**src/rtl/skvt_pkg.sv**
```systemverilog
`timescale 1ns / 1ps
`default_nettype none

package skvt_pkg;

  localparam int CAPACITY = 64;

  localparam logic [1:0] OP_INSERT = 2'd0;
  localparam logic [1:0] OP_REMOVE = 2'd1;
  localparam logic [1:0] OP_LOOKUP = 2'd2;
  localparam logic [1:0] OP_CLEAR  = 2'd3;

  localparam logic [1:0] ST_DONE   = 2'd0;
  localparam logic [1:0] ST_ABSENT = 2'd1;
  localparam logic [1:0] ST_FULL   = 2'd2;

  typedef struct packed {
    logic [1:0]         op;
    logic signed [31:0] key;
    logic signed [31:0] value_in;
  } in_item_t;

  typedef struct packed {
    logic [1:0]         status;
    logic signed [31:0] value_out;
  } out_item_t;

  // Broadcast to every cell during the update cycle.
  typedef struct packed {
    logic       exec;
    logic [1:0] op;
    logic       hit;
    logic       full;
  } cell_ctrl_t;

endpackage

`default_nettype wire

```
**src/rtl/skvt_cell.sv**
```systemverilog
`timescale 1ns / 1ps
`default_nettype none

module skvt_cell
  import skvt_pkg::*;
(
  input  wire logic               clk,
  input  wire logic               rst_n,
  input  wire logic               cmp_en,
  input  wire in_item_t           cmp_item,
  input  wire in_item_t           cmd_item,
  input  wire cell_ctrl_t         ctrl,
  input  wire logic               left_less,
  input  wire logic               left_valid,
  input  wire logic signed [31:0] left_key,
  input  wire logic signed [31:0] left_value,
  input  wire logic               right_valid,
  input  wire logic signed [31:0] right_key,
  input  wire logic signed [31:0] right_value,
  output logic                    valid,
  output logic signed [31:0]      key,
  output logic signed [31:0]      value,
  output logic                    less,
  output logic                    eq
);

  logic               valid_r;
  logic               valid_nxt;
  logic signed [31:0] key_r;
  logic signed [31:0] key_nxt;
  logic signed [31:0] value_r;
  logic signed [31:0] value_nxt;
  logic               less_r;
  logic               eq_r;

  always_comb begin
    valid_nxt = valid_r;
    key_nxt   = key_r;
    value_nxt = value_r;
    unique case (ctrl.op)
      OP_INSERT: begin
        if (ctrl.hit) begin
          if (eq_r) begin
            value_nxt = cmd_item.value_in;
          end
        end else if (!ctrl.full && !less_r) begin
          // The first cell not below the key takes the new pair; the ones
          // after it take their left neighbor's contents.
          if (left_less) begin
            valid_nxt = 1'b1;
            key_nxt   = cmd_item.key;
            value_nxt = cmd_item.value_in;
          end else begin
            valid_nxt = left_valid;
            key_nxt   = left_key;
            value_nxt = left_value;
          end
        end
      end
      OP_REMOVE: begin
        if (ctrl.hit && !less_r) begin
          valid_nxt = right_valid;
          key_nxt   = right_key;
          value_nxt = right_value;
        end
      end
      OP_LOOKUP: begin
      end
      OP_CLEAR: begin
        valid_nxt = 1'b0;
      end
      default: begin
      end
    endcase
  end

  always_ff @(posedge clk) begin
    if (!rst_n) begin
      valid_r <= 1'b0;
      less_r  <= 1'b0;
      eq_r    <= 1'b0;
    end else begin
      if (cmp_en) begin
        less_r <= valid_r && (key_r < cmp_item.key);
        eq_r   <= valid_r && (key_r == cmp_item.key);
      end
      if (ctrl.exec) begin
        valid_r <= valid_nxt;
      end
    end
  end

  always_ff @(posedge clk) begin
    if (ctrl.exec) begin
      key_r   <= key_nxt;
      value_r <= value_nxt;
    end
  end

  assign valid = valid_r;
  assign key   = key_r;
  assign value = value_r;
  assign less  = less_r;
  assign eq    = eq_r;

endmodule

`default_nettype wire

```
**config.mk**
```make
export PLATFORM = sky130hd
export DESIGN_NAME = skvt_cell
export DESIGN_NICKNAME = d
export VERILOG_FILES = /design/src/rtl/skvt_pkg.sv /design/src/rtl/skvt_cell.sv
export SDC_FILE = /design/constraint.sdc
export NUM_CORES = 1
export LEC_CHECK = 0
export ABC_AREA = 1
export BUFFER_PORTS_ARGS = -buffer_cell sky130_fd_sc_hd__buf_2
export CAP_MARGIN = 20
export CORE_AREA = 3 3 132 134
export DETAILED_ROUTE_END_ITERATION = 6
export DIE_AREA = 0 0 135 137
export GPL_TIMING_DRIVEN = 0
export PLACE_DENSITY = 0.64
export SETUP_SLACK_MARGIN = 0.1
export SKIP_LAST_GASP = 1
export SYNTH_ARGS = -nofsm -noshare
export SYNTH_HDL_FRONTEND = slang
export SYNTH_SLANG_ARGS = --single-unit
export TNS_END_PERCENT = 5
```
**constraint.sdc**
```tcl
create_clock -name clk -period 5.3 [get_ports clk]
set_input_delay 1.06 -clock clk [delete_from_list [all_inputs] [get_ports clk]]
set_output_delay 1.06 -clock clk [all_outputs]
set_load 0.1 [all_outputs]
```
==> qor.csv <==
metric,value,unit
cts_buf_count,9,
hold_depth,2,
mappedNetlistNets,859,
clk-insertion-delay-late,0.33,ns
layout-area-overhead-vs-synth,49.7,%
worstPathRequired,5.33,ns
fin_worst_skew,0.00791,ns
numClockSinks,67,
timing.max_slew.rel_slack,0.563,
detailroute.via_count,4943,
power.density_cell_area,286,mW/mm^2
synth_largest_type_area_fraction,0.437,
run_status,finished clean,
gp_routability_congestion,0.877,
finalWorstSetupSlack,2.68,ns
critical_path.endpoint_type,flop,
synthMostInstantiatedCell,sky130_fd_sc_hd__nand2_1,
placed_cells,1079,
timing.hold.worst_endpoint,eq,
setup.reg_to_reg.worst_slack,3.46,ns
fin_nets,1173,
final_antenna_net_count,0,
ctsRootBufferMaster,sky130_fd_sc_hd__clkbuf_16,
firstDrtPassIters,6,
holdCritPathClass,flop to flop,
die_height,137,microns
wirelength_met1,7320,microns
floorplan.core_area,0.0164,sq mm
drc_violation_total_after_the_first_tritonroute_iteration,222,
area_of_all_placed_cells_without_fillers,0.00659,sq mm
rows,47,
initial_antenna_violation_count,2,
dr_wl_met2,8420,microns
avgViaCountPerCell,4.51,
post-route-period-util,0.494,
pre_cts_slack,2.34,ns
cts-resized-gates,0,
cts_tree,built,
min_from,eq,
drv_cap,0,
ys_seq_elements,67,
worstSetupPathType,input port to flop,
cts.clk_slew.worst_paths,0.06,ns
synth.cells.most_frequent,"sky130_fd_sc_hd__nand2_1 (103), sky130_fd_sc_hd__o21ai_0 (91), sky130_fd_sc_hd__a21oi_1 (81), sky130_fd_sc_hd__inv_1 (79), sky130_fd_sc_hd__edfxtp_1 (64)",
die_area,0.0185,sq mm
maxSlewViolCount,0,
cts_htree_levels,3,
worstReg2RegStart,key[31],
slew_at_the_pin_with_the_worst_max_slew_slack,0.656,ns
synth_async_sr_flop_share,0,
placement.io_buffers,299,
synth_top_area_cell,sky130_fd_sc_hd__edfxtp_1,
floorplan.die.width,135,microns
post_dp_hpwl,14100,microns
total_standard_cell_area_after_synthesis,0.00440,sq mm
fin_total_pwr,1.89,mW
instances_no_fill,1095,
critical_path.startpoint_type,input port,
track_usage,0.174,
drc,0,
grt_pass1_wl,24700,microns
post_route_cells_drive_above_1_share,0.389,
setup-tns-final,0,ns
cts_setup_buffers,0,
max-vdd-ir-drop,0.169,mV
final_core_util,0.402,
drt_wl_total,17200,microns
worst_ep_arrival_time,2.65,ns
worst_r2r_path_depth,10,
r2r_end,less,
timing.hold.ws,0.494,ns
global_route.overflow_total,0,
grt_pass1_vias,4725,
clock_path_buffers,2,
detail_route.wl_per_cell,15.7,microns
ys_seq_area_frac,0.450,
syn_inst,556,
min_period,2.62,ns
setup_viol,0,
timing.critical_path.fanout_max,12,
place_area,0.00625,sq mm
boundaryPins,338,
yosysUniqueCellTypes,22,
grt_setup_unrepaired,no,
finalHoldViolations,0,
synth.area.top_cells,"sky130_fd_sc_hd__edfxtp_1 (44%), sky130_fd_sc_hd__o21ai_0 (10%), sky130_fd_sc_hd__a21oi_1 (9.2%), sky130_fd_sc_hd__ha_1 (9.1%), sky130_fd_sc_hd__nand2_1 (8.8%)",
wl_met3,1010,microns
cts_hold_buffers,0,
synth-edff-count,64,
synth_ff_type,sky130_fd_sc_hd__edfxtp_1,
top_layer,met5,
max_clock_freq,382,MHz
maximum_number_of_pins_on_one_net_before_global_route_repair,18,
initial_utilization,0.268,
leakagePower,3.31,nW
synth.avg_cell_area,7.92,sq um
yosysWarningCount,0,
-- metal layers --
layer	vias to the layer above	GRT usage
met5	-	0
met4	2	0.0700
met3	31	0.0327
met2	176	0.289
met1	2232	0.225
li1	2502	-
-- cell families (layout without fill, tap and decap cells) --
| logic type | count (synthesis) | count (layout) | synth area share |
|---|---|---|---|
| AOI/OAI and AO/OA | 190 | 190 | 0.221 |
| adders and majority gates | 32 | 32 | 0.0910 |
| buffers and inverters | 111 | 429 | 0.0992 |
| DFF | 67 | 67 | 0.450 |
| other | 0 | 1 | 0 |
| and+or+nand+nor | 156 | 156 | 0.139 |
-- sequential cells by signal (all words and copies together) (netlist names) --
name / count
key: 32
value: 32
less: 1
eq: 1
valid: 1
-- placed cells by master (no fill, tap or decap), types with 4 or more instances in the layout --
cell type	netlist	final
sky130_fd_sc_hd__o21ai_0	91	91
sky130_fd_sc_hd__inv_1	79	79
sky130_fd_sc_hd__buf_2	16	315
sky130_fd_sc_hd__nand4_1	4	4
sky130_fd_sc_hd__clkbuf_1	15	15
sky130_fd_sc_hd__ha_1	32	32
sky130_fd_sc_hd__o21ai_1	10	10
sky130_fd_sc_hd__edfxtp_1	64	64
sky130_fd_sc_hd__nand2_1	103	103
sky130_fd_sc_hd__clkbuf_16	0	9
sky130_fd_sc_hd__a21oi_1	81	81
sky130_fd_sc_hd__nor2_1	42	41
-- how the worst max path moves through the flow --
stage	from	end	slack [ns]	depth (start not counted)
2_1_floorplan	ctrl[1]	value[0]	1.06	4
5_1_grt	ctrl[1]	value[4]	2.55	6
3_3_place_gp	ctrl[1]	value[8]	-0.23	4
6_report	ctrl[1]	value[4]	2.68	6
3_5_place_dp	ctrl[1]	value[8]	2.34	6
4_1_cts	ctrl[1]	value[4]	2.69	6
-- area by class of cell --
type / instances / area [sq um]
Fill cell: 1706 / 9820
Buffer: 31 / 136
Timing Repair Buffer: 303 / 1560
Clock buffer: 9 / 225
Sequential cell: 67 / 1980
Multi-Input combinational cell: 378 / 2000
Inverter: 80 / 300
Tap cell: 220 / 275
Clock inverter: 6 / 115
Antenna cell: 1 / 2.50
-- worst max-delay path: stages --
cell	delay [ns]
sky130_fd_sc_hd__buf_2	0.19
sky130_fd_sc_hd__clkbuf_1	0.36
sky130_fd_sc_hd__o22ai_1	0.16
sky130_fd_sc_hd__nor3_2	0.49
sky130_fd_sc_hd__buf_6	0.22
sky130_fd_sc_hd__buf_6	0.17
-- where the power goes --
part | leakage [nW] | internal, mW | total, mW | switching, mW
logic | 2.53 | 0.150 | 0.547 | 0.397
registers | 0.619 | 0.625 | 0.637 | 0.0119
clock network | 0.162 | 0.459 | 0.704 | 0.245
(Power assumes the default switching activity.)
